===== src/hdl/prrs_pkg.sv =====
// ----------------------------------------------------------------------------
// prrs_pkg
// Shared constants and types for the priority round-robin scheduler.
// ----------------------------------------------------------------------------
package prrs_pkg;
  localparam int THREAD_SLOTS    = 32;
  localparam int PRIORITY_LEVELS = 8;
  localparam int SW = $clog2(THREAD_SLOTS);
  localparam int PW = $clog2(PRIORITY_LEVELS);

  typedef logic [2:0] mode_t;
  localparam mode_t M_ADD = 3'd0, M_KILL = 3'd1, M_SLEEP = 3'd2, M_BLOCK = 3'd3,
                    M_UNBLOCK = 3'd4, M_TICK = 3'd5, M_SCHED = 3'd6, M_NOP = 3'd7;

  typedef logic [2:0] status_t;
  localparam status_t ST_OK = 3'd0, ST_FULL = 3'd1, ST_BLOCKED = 3'd2,
                      ST_NONE = 3'd3, ST_NORUN = 3'd4;

  typedef enum logic [4:0] {
    S_IDLE, S_DISPATCH,
    S_ADD_SCAN, S_ADD_HEAD, S_ADD_TAIL, S_ADD_LINK,
    S_KILL_RD, S_KILL_LINK,
    S_RUN_RD, S_RUN_WR,
    S_UNB_SCAN, S_UNB_WR,
    S_TICK_RD, S_TICK_WR,
    S_SCH_LVL, S_SCH_RD, S_SCH_CHK,
    S_DONE
  } state_t;
endpackage


===== src/hdl/priority_round_robin_scheduler_top.sv =====
// ----------------------------------------------------------------------------
// priority_round_robin_scheduler_top
// Hardware thread scheduler over a slot table held in block memories.
// ----------------------------------------------------------------------------
// One command is taken at a time; each returns one result item. The slot
// table (used, priority, sleep, blocked mark, ring links) lives in memories
// with registered reads, walked by a sequencer. Every command passes a
// dispatch state and a done state beside its own work: add scans for the
// lowest free slot and links it into its ring (head, tail and link steps
// when the ring is not empty), tick reads and rewrites every slot in turn,
// unblock scans all slots, schedule enters the levels in priority order
// and visits the slots of each ring, and kill, sleep and block work on the
// running slot. After reset the attribute memory (used, priority, sleep,
// blocked) is cleared in a pass over all slots, during which no item is
// taken. The result waits in an output register and no new item is taken
// until it has been accepted.
module priority_round_robin_scheduler_top (
  input  logic                     clk,
  input  logic                     rst_n,
  input  logic                     in_valid,
  output logic                     in_ready,
  input  logic [2:0]               in_mode,
  input  logic [2:0]               in_priority_req,
  input  logic [30:0]              in_sleep_time,
  input  logic [7:0]               in_sema_id,
  output logic                     out_valid,
  input  logic                     out_ready,
  output logic [2:0]               out_status,
  output logic [4:0]               out_slot,
  output logic [31:0]              out_thread_id,
  output logic [4:0]               out_running_slot,
  output logic                     out_running_valid
);
  import prrs_pkg::*;

  // slot attribute memory: used, prio, sleep, blocked
  typedef struct packed {
    logic          used;
    logic [PW-1:0] prio;
    logic [30:0]   sleep;
    logic [7:0]    blk;
  } attr_t;
  typedef struct packed {
    logic [SW-1:0] nxt;
    logic [SW-1:0] prv;
  } link_t;

  attr_t attr_mem [THREAD_SLOTS];
  link_t link_mem [THREAD_SLOTS];

  logic          a_we, l_we;
  logic [SW-1:0] a_wa, a_ra, l_wa, l_ra;
  attr_t         a_wd, a_rd;
  link_t         l_wd, l_rd;

  always_ff @(posedge clk) begin
    if (a_we) attr_mem[a_wa] <= a_wd;
    a_rd <= attr_mem[a_ra];
  end
  always_ff @(posedge clk) begin
    if (l_we) link_mem[l_wa] <= l_wd;
    l_rd <= link_mem[l_ra];
  end

  state_t state_r, state_nxt;
  logic [SW:0]   idx_r, idx_nxt;
  logic          clr_r, clr_nxt;
  logic [2:0]    mode_r, mode_nxt;
  logic [PW-1:0] prio_r, prio_nxt;
  logic [30:0]   stime_r, stime_nxt;
  logic [7:0]    sema_r, sema_nxt;
  logic [SW-1:0] s_r, s_nxt, t_r, t_nxt, start_r, start_nxt;
  logic [SW-1:0] best_r, best_nxt;
  logic [PW-1:0] bestp_r, bestp_nxt;
  logic          found_r, found_nxt;
  link_t         lk_r, lk_nxt;
  logic [SW-1:0] head_r [PRIORITY_LEVELS];
  logic [PRIORITY_LEVELS-1:0] ne_r, ne_nxt;
  logic          hd_we;
  logic [PW-1:0] hd_wa;
  logic [SW-1:0] hd_wd;
  logic [PW-1:0] lv_r, lv_nxt;
  logic [SW-1:0] run_r, run_nxt;
  logic          runp_r, runp_nxt;
  logic [31:0]   tid_r, tid_nxt;
  logic          ov_r, ov_nxt;
  logic [2:0]    ost_r, ost_nxt;
  logic [4:0]    osl_r, osl_nxt;
  logic [31:0]   otid_r, otid_nxt;

  logic [SW-1:0] idx_s;
  logic          acc;
  logic [PW-1:0] preq;

  assign idx_s = idx_r[SW-1:0];
  assign in_ready = (state_r == S_IDLE) && !clr_r && !ov_r;
  assign acc = in_valid && in_ready;
  assign preq = (32'(in_priority_req) >= PRIORITY_LEVELS) ? PW'(PRIORITY_LEVELS - 1)
                                                          : PW'(in_priority_req);

  always_ff @(posedge clk) begin
    if (!rst_n) begin
      state_r <= S_IDLE;
      idx_r   <= '0;
      clr_r   <= 1'b1;
      ne_r    <= '0;
      run_r   <= '0;
      runp_r  <= 1'b0;
      tid_r   <= '0;
      ov_r    <= 1'b0;
    end else begin
      state_r <= state_nxt;
      idx_r   <= idx_nxt;
      clr_r   <= clr_nxt;
      ne_r    <= ne_nxt;
      run_r   <= run_nxt;
      runp_r  <= runp_nxt;
      tid_r   <= tid_nxt;
      ov_r    <= ov_nxt;
    end
  end

  always_ff @(posedge clk) begin
    mode_r <= mode_nxt; prio_r <= prio_nxt; stime_r <= stime_nxt; sema_r <= sema_nxt;
    s_r <= s_nxt; t_r <= t_nxt; start_r <= start_nxt; best_r <= best_nxt;
    bestp_r <= bestp_nxt; found_r <= found_nxt; lk_r <= lk_nxt; lv_r <= lv_nxt;
    ost_r <= ost_nxt; osl_r <= osl_nxt; otid_r <= otid_nxt;
    if (hd_we) head_r[hd_wa] <= hd_wd;
  end

  always_comb begin
    state_nxt = state_r; idx_nxt = idx_r; clr_nxt = clr_r;
    mode_nxt = mode_r; prio_nxt = prio_r; stime_nxt = stime_r; sema_nxt = sema_r;
    s_nxt = s_r; t_nxt = t_r; start_nxt = start_r; best_nxt = best_r;
    bestp_nxt = bestp_r; found_nxt = found_r; lk_nxt = lk_r; lv_nxt = lv_r;
    ne_nxt = ne_r; run_nxt = run_r; runp_nxt = runp_r; tid_nxt = tid_r;
    ov_nxt = ov_r; ost_nxt = ost_r; osl_nxt = osl_r; otid_nxt = otid_r;
    a_we = 1'b0; a_wa = idx_s; a_wd = a_rd; a_ra = idx_s;
    l_we = 1'b0; l_wa = s_r; l_wd = lk_r; l_ra = s_r;
    hd_we = 1'b0; hd_wa = prio_r; hd_wd = s_r;

    if (ov_r && out_ready) ov_nxt = 1'b0;

    unique case (state_r)
      S_IDLE: begin
        if (clr_r) begin
          a_we = 1'b1;
          a_wd = '0;
          idx_nxt = idx_r + 1'b1;
          if (idx_s == SW'(THREAD_SLOTS - 1)) begin
            clr_nxt = 1'b0;
            idx_nxt = '0;
          end
        end else if (acc) begin
          mode_nxt = in_mode; prio_nxt = preq; stime_nxt = in_sleep_time;
          sema_nxt = in_sema_id;
          ost_nxt = ST_OK; osl_nxt = '0; otid_nxt = '0;
          idx_nxt = '0; found_nxt = 1'b0; lv_nxt = '0;
          a_ra = run_r;
          state_nxt = S_DISPATCH;
        end
      end
      S_DISPATCH: begin
        unique case (mode_r)
          M_ADD, M_UNBLOCK, M_TICK: begin
            a_ra = '0;
            state_nxt = (mode_r == M_ADD) ? S_ADD_SCAN :
                        (mode_r == M_TICK) ? S_TICK_RD : S_UNB_SCAN;
            idx_nxt = '0;
          end
          M_KILL, M_SLEEP, M_BLOCK: begin
            if (!runp_r) begin
              ost_nxt = ST_NORUN;
              state_nxt = S_DONE;
            end else begin
              s_nxt = run_r;
              l_ra = run_r;
              a_ra = run_r;
              state_nxt = (mode_r == M_KILL) ? S_KILL_RD : S_RUN_RD;
            end
          end
          M_SCHED: state_nxt = S_SCH_LVL;
          default: state_nxt = S_DONE;
        endcase
      end
      // a_rd holds the entry of slot idx; read the next one ahead
      S_ADD_SCAN: begin
        a_ra = idx_s + 1'b1;
        idx_nxt = idx_r + 1'b1;
        if (!a_rd.used) begin
          s_nxt = idx_s;
          a_we = 1'b1; a_wa = idx_s;
          a_wd = '{used: 1'b1, prio: prio_r, sleep: '0, blk: '0};
          otid_nxt = tid_r; tid_nxt = tid_r + 1'b1;
          osl_nxt = 5'(idx_s);
          if (!runp_r) begin
            run_nxt = idx_s; runp_nxt = 1'b1;
          end
          if (!ne_r[prio_r]) begin
            ne_nxt[prio_r] = 1'b1;
            hd_we = 1'b1; hd_wd = idx_s;
            l_we = 1'b1; l_wa = idx_s;
            l_wd = '{nxt: idx_s, prv: idx_s};
            state_nxt = S_DONE;
          end else begin
            l_ra = head_r[prio_r];
            state_nxt = S_ADD_HEAD;
          end
        end else if (idx_s == SW'(THREAD_SLOTS - 1)) begin
          ost_nxt = ST_FULL;
          state_nxt = S_DONE;
        end
      end
      S_ADD_HEAD: begin
        t_nxt = l_rd.prv;
        l_we = 1'b1; l_wa = head_r[prio_r];
        l_wd = '{nxt: l_rd.nxt, prv: s_r};
        if (l_rd.prv == head_r[prio_r]) l_wd.nxt = s_r;
        l_ra = l_rd.prv;
        state_nxt = S_ADD_TAIL;
      end
      S_ADD_TAIL: begin
        l_we = 1'b1; l_wa = t_r;
        l_wd = '{nxt: s_r, prv: l_rd.prv};
        if (t_r == head_r[prio_r]) l_wd.prv = s_r;
        state_nxt = S_ADD_LINK;
      end
      S_ADD_LINK: begin
        l_we = 1'b1; l_wa = s_r;
        l_wd = '{nxt: head_r[prio_r], prv: t_r};
        state_nxt = S_DONE;
      end
      S_KILL_RD: begin
        lk_nxt = l_rd;
        prio_nxt = a_rd.prio;
        a_we = 1'b1; a_wa = s_r; a_wd = '0;
        osl_nxt = 5'(s_r);
        run_nxt = '0; runp_nxt = 1'b0;
        if (l_rd.nxt == s_r) begin
          ne_nxt[a_rd.prio] = 1'b0;
          state_nxt = S_DONE;
        end else begin
          if (head_r[a_rd.prio] == s_r) begin
            hd_we = 1'b1; hd_wa = a_rd.prio; hd_wd = l_rd.nxt;
          end
          l_ra = l_rd.prv;
          state_nxt = S_KILL_LINK;
        end
      end
      S_KILL_LINK: begin
        if (idx_r == '0) begin
          l_we = 1'b1; l_wa = lk_r.prv;
          l_wd = '{nxt: lk_r.nxt, prv: (lk_r.prv == lk_r.nxt) ? lk_r.prv : l_rd.prv};
          l_ra = lk_r.nxt;
          idx_nxt = (SW+1)'(1);
        end else begin
          l_we = 1'b1; l_wa = lk_r.nxt;
          l_wd = '{nxt: (lk_r.prv == lk_r.nxt) ? lk_r.nxt : l_rd.nxt, prv: lk_r.prv};
          state_nxt = S_DONE;
        end
      end
      S_RUN_RD: begin
        a_wa = s_r; a_wd = a_rd;
        if (mode_r == M_SLEEP) begin
          a_we = 1'b1; a_wd.sleep = stime_r;
        end else if (a_rd.blk != '0) begin
          ost_nxt = ST_BLOCKED;
        end else begin
          a_we = 1'b1; a_wd.blk = sema_r;
        end
        state_nxt = S_DONE;
      end
      // a_rd holds the entry of slot idx; read the next one ahead
      S_UNB_SCAN: begin
        a_ra = idx_s + 1'b1;
        idx_nxt = idx_r + 1'b1;
        if (a_rd.used && a_rd.blk == sema_r && sema_r != '0 &&
            (!found_r || a_rd.prio < bestp_r)) begin
          found_nxt = 1'b1; best_nxt = idx_s; bestp_nxt = a_rd.prio;
        end
        if (idx_s == SW'(THREAD_SLOTS - 1)) begin
          state_nxt = S_UNB_WR;
          a_ra = best_nxt;
          s_nxt = best_nxt;
        end
      end
      S_UNB_WR: begin
        if (!found_r) begin
          ost_nxt = ST_NONE;
          state_nxt = S_DONE;
        end else if (idx_r != '1) begin
          idx_nxt = '1;
        end else begin
          a_we = 1'b1; a_wa = s_r; a_wd = a_rd; a_wd.blk = '0;
          osl_nxt = 5'(s_r);
          state_nxt = S_DONE;
        end
        a_ra = s_r;
      end
      S_TICK_RD: begin
        state_nxt = S_TICK_WR;
      end
      S_TICK_WR: begin
        a_we = 1'b1; a_wd = a_rd;
        if (a_rd.sleep != '0) a_wd.sleep = a_rd.sleep - 1'b1;
        idx_nxt = idx_r + 1'b1;
        a_ra = idx_s + 1'b1;
        state_nxt = (idx_r == (SW+1)'(THREAD_SLOTS - 1)) ? S_DONE : S_TICK_RD;
      end
      S_SCH_LVL: begin
        if (!ne_r[lv_r]) begin
          lv_nxt = lv_r + 1'b1;
          if (lv_r == PW'(PRIORITY_LEVELS - 1)) begin
            ost_nxt = ST_NORUN;
            state_nxt = S_DONE;
          end
        end else begin
          start_nxt = head_r[lv_r]; s_nxt = head_r[lv_r];
          a_ra = head_r[lv_r]; l_ra = head_r[lv_r];
          idx_nxt = '0;
          state_nxt = S_SCH_RD;
        end
      end
      S_SCH_RD: begin
        a_ra = s_r;
        state_nxt = S_SCH_CHK;
      end
      S_SCH_CHK: begin
        if (a_rd.sleep == '0 && a_rd.blk == '0) begin
          run_nxt = s_r; runp_nxt = 1'b1;
          hd_we = 1'b1; hd_wa = lv_r; hd_wd = l_rd.nxt;
          state_nxt = S_DONE;
        end else if (l_rd.nxt == start_r || idx_r == (SW+1)'(THREAD_SLOTS - 1)) begin
          lv_nxt = lv_r + 1'b1;
          state_nxt = S_SCH_LVL;
          if (lv_r == PW'(PRIORITY_LEVELS - 1)) begin
            ost_nxt = ST_NORUN;
            state_nxt = S_DONE;
          end
        end else begin
          s_nxt = l_rd.nxt; a_ra = l_rd.nxt; l_ra = l_rd.nxt;
          idx_nxt = idx_r + 1'b1;
          state_nxt = S_SCH_RD;
        end
      end
      S_DONE: begin
        ov_nxt = 1'b1;
        state_nxt = S_IDLE;
      end
      default: state_nxt = S_IDLE;
    endcase
  end

  assign out_valid         = ov_r;
  assign out_status        = ost_r;
  assign out_slot          = osl_r;
  assign out_thread_id     = otid_r;
  assign out_running_slot  = runp_r ? 5'(run_r) : 5'd0;
  assign out_running_valid = runp_r;

  a_no_accept_busy: assert property (@(posedge clk) disable iff (!rst_n)
    acc |=> state_r == S_DISPATCH)
    else $error("item taken while busy");
  a_out_hold: assert property (@(posedge clk) disable iff (!rst_n)
    ov_r && !out_ready |=> ov_r && $stable(ost_r) && $stable(osl_r))
    else $error("result dropped");
  a_clear_blocks: assert property (@(posedge clk) disable iff (!rst_n)
    clr_r |-> !in_ready)
    else $error("item taken during clear pass");
endmodule


===== config.mk =====
export PLATFORM = sky130hd
export DESIGN_NAME = priority_round_robin_scheduler_top
export DESIGN_NICKNAME = d
export VERILOG_FILES = /design/src/hdl/prrs_pkg.sv /design/src/hdl/priority_round_robin_scheduler_top.sv
export SDC_FILE = /design/constraint.sdc
export NUM_CORES = 2
export LEC_CHECK = 0
export ABC_AREA = 1
export ABC_CLOCK_PERIOD_IN_PS = 4800
export BUFFER_PORTS_ARGS = -buffer_cell sky130_fd_sc_hd__buf_2
export CORE_UTILIZATION = 50
export CTS_BUF_LIST = sky130_fd_sc_hd__clkbuf_4
export DETAILED_ROUTE_END_ITERATION = 10
export GPL_TIMING_DRIVEN = 0
export PLACE_DENSITY = 0.64
export SYNTH_ARGS = -nofsm -noshare
export SYNTH_HDL_FRONTEND = slang
export SYNTH_SLANG_ARGS = --single-unit

===== constraint.sdc =====
create_clock -name clk -period 4.8 [get_ports clk]
set_clock_uncertainty 0.2 [all_clocks]
set_input_delay 0.24 -clock clk [delete_from_list [all_inputs] [get_ports clk]]
set_output_delay 0.24 -clock clk [all_outputs]
set_load 0.03 [all_outputs]

==> flow_summary.ini <==
[floorplan]
die_area_mm2 = 0.183
std_cell_rows = 155
pin_count = 97
die_width_um = 427
start_util_pct = 50.5
core-area_mm2 = 0.179
fp.dieH_um = 427

[timing]
finalCriticalPeriod_ns = 4.86
period_share_pct = 101
tightest_slew_ns = 1.43
hold_viol_final = 0
slew_headroom_pct = 4.39
final_max_slew_viol_count = 0
rsz0062_at_grt = yes
setup_viol = 1
clock.fmax_ghz = 0.206
setup_ws_ns = -0.0558

[route]
final_antenna_net_count = 0
drtPass1Iterations = 8
vias_per_cell = 5.79
drcViolationCount = 0
num_vias = 74000
initialDrtViolationCount = 9042
post_drt_wl_per_cell_um = 25.6
postRouteWirelength_um = 327000

[logic_synthesis]
syn_inst = 9105
synth_top_cell_area_share_pct = 61.7
yosysMostFrequentCell = nand2_1
synth_fp_nets = 9164
synth_cell_types = 53
ys_seq_area_share_pct = 64.3
ys_ff_latch = 1976
ys.flop_type = edfxtp_1
synth_top_area_cell = edfxtp_1
synth_edf_count = 1858
syn_area_per_cell_um2 = 9.94
yosysWarningCount = 0
mappedNetlistArea_mm2 = 0.0905
yosys-top-cells-area = edfxtp_1, nand3_1, nand2_1
synthArstFlopShare_pct = 0
netlist_top_cells_count = nand2_1, edfxtp_1, nand3_1, inv_1, nor2_1

[cts]
cts_root_buf = clkbuf_4
cts_htree_levels = 6
clock_sinks = 1976
clk_path_buf_depth = 4
tritoncts = built
clkTransAtPathRegs_ns = 0.08
worstSkewPairLatency_ns = 1.41
cts_made_buffers = 545

[global_routing]
antenna_found_initial = 18
grt_pass1_vias = 69800
grt_max_degree = 43
grt_pass1_wl_um = 464000
overflow = 0
grtUsageTotal_pct = 35.2

[power_and_ir_drop]
ir_drop_uv = 566
leakage_nw = 43.8
power_mw = 71.6
p_per_area_mw_per_mm2 = 676

[placement]
post_dp_cell_area_mm2 = 0.0965
dp_hpwl_um = 222000
io_buffers = 96
routabilityCongestion = 0.984
dpl_worst_slack_ns = -1.20

[critical_path]
ff2ff_path_depth = 18
r2r_setup_slack_ns = -0.06
critPathRequiredTime_ns = 5.81
cp_max_fo = 10
r2r_start = s_r[2]$_DFFE_PP_
worstPathArrival_ns = 5.87
timing.rr.end = l_rd[0]$_DFF_P_
setup.worst_path.end_class = register
critPathKind = register to register
cp-start-kind = register

[status]
status = finished with violations
violations = setup timing

[layout]
drive_above_1_share_pct = 15.2
fill_cells = 15300
final_util_pct = 59.1
syn2layout_area_growth_pct = 17.1
layout.nets = 10100
seq_area_mm2 = 0.0582
multi_input_area_mm2 = 0.0261
fin_area_mm2 = 0.106

[worst_hold_path]
hold_end = clr_r$_SDFFE_PN1P_
worstHoldPathType = input pin to register
min_from = rst_n
min_path_cells = 4

[job]
drv_cap = 0
==> flip-flops by register name (all words and copies together), names as in the netlist, 10 cells and up, named ones only <==
signal,count
tid_r,32
link_mem,320
stime_r,31
lk_r,10
a_rd,43
attr_mem,1376
l_rd,10
out_thread_id,32
head_r,40
==> worst max path at each step <==
stage | start | to | slack [ns] | cells past startpoint
after floorplan | state_r[1]$_SDFFE_PN0P_ | attr_mem[11][0]$_DFFE_PP_ | 0.39 | 11
final | s_r[2]$_DFFE_PP_ | l_rd[0]$_DFF_P_ | -0.06 | 18
after detailed placement | state_r[1]$_SDFFE_PN0P_ | attr_mem[3][15]$_DFFE_PP_ | -1.20 | 13
after global placement | state_r[3]$_SDFFE_PN0P_ | attr_mem[11][24]$_DFFE_PP_ | -3.34 | 9
after global routing | a_rd[39]$_DFF_P_ | head_r[6][4]$_DFFE_PP_ | -0.23 | 17
after CTS | state_r[1]$_SDFFE_PN0P_ | attr_mem[7][15]$_DFFE_PP_ | -0.12 | 12
==> stage by stage <==
stage | instances | hold WS (ns) | TNS [ns]
after floorplan | 9105 | 0.139 | 0
after global placement | 11600 | 0.216 | -6333.56
after detailed placement | 11700 | 0.218 | -484.46
after CTS | 12700 | 0.0211 | -9.80
after global routing | 12800 | 0.112 | -3.28
final | 12800 | 0.146 | -0.0558
==> power by group <==
part	internal (mW)	switching [mW]
clock network	8.06	7.19
registers	21.3	0.647
logic	8.67	25.7
total	38.1	33.6
==> layout make-up <==
type / instances / share of cell area [%]
multi-input cells: 5252 / 24.6
well taps: 2355 / 2.78
clock buffers: 782 / 5.54
plain buffers: 523 / 2.39
diodes: 22 / 0.0519
inverters: 1361 / 4.85
flip-flops and latches: 1976 / 54.9
clock inverters: 105 / 0.680
repair buffers: 397 / 4.22
==> layout by cell type, fill, tap and decap left out, types with 117 or more instances in the layout <==
cell / n
nand2_1: 1938
nand3_1: 1814
buf_2: 335
dfxtp_1: 117
o21ai_0: 266
nand4_1: 169
clkbuf_1: 184
edfxtp_1: 1858
clkbuf_4: 796
nor2_1: 267
nand3b_1: 219
a21oi_1: 143
dlygate4sd3_1: 138
inv_1: 1326
==> kinds of logic (layout without fill, tap and decap cells) <==
| family | count (synthesis) | in the layout | synth area share, % |
|---|---|---|---|
| flip-flops | 1976 | 1976 | 64.3 |
| AND/OR/NAND/NOR | 4588 | 4599 | 23.2 |
| buffers and inverters | 1888 | 3168 | 8.26 |
| adder cells (fa/ha/maj) | 10 | 10 | 0.138 |
| XOR/XNOR | 32 | 32 | 0.310 |
| other | 0 | 22 | 0 |
| AO/OA/AOI/OAI | 611 | 611 | 3.87 |
==> worst max-delay path, stage by stage (launching register included) <==
cell	delay [ns]
edfxtp_1	0.32
buf_1	0.77
xor2_1	0.13
nor2_1	0.16
nand3_1	0.14
nand2_1	0.17
nand2_1	0.28
nand2_1	0.14
nand3b_1	0.22
nor2_2	0.35
buf_2	0.42
buf_1	0.41
nand4_1	0.16
nand3_1	0.17
nand3_1	0.15
nand3_1	0.20
nand2_1	0.09
nand2_1	0.10
nand2_1	0.13
==> per-layer routing <==
layer,part of all wire (%),track usage [%],vias to the layer above
li1,-,-,33200
met2,45,54.2,4535
met3,10,7.94,907
met4,6.7,21.9,4
met1,38,45.2,35400
met5,0.0089,0,-
==> what timing repair did <==
item,CTS,global route
setup buffers,19,45
pin swaps,13,24
setup endpoints to repair,1202,2087
hold buffers,138,0
gates cloned,4,7
gates resized for setup,99,93
endpoints found under the hold margin,130,0
Power figures use the tool's default switching activity.
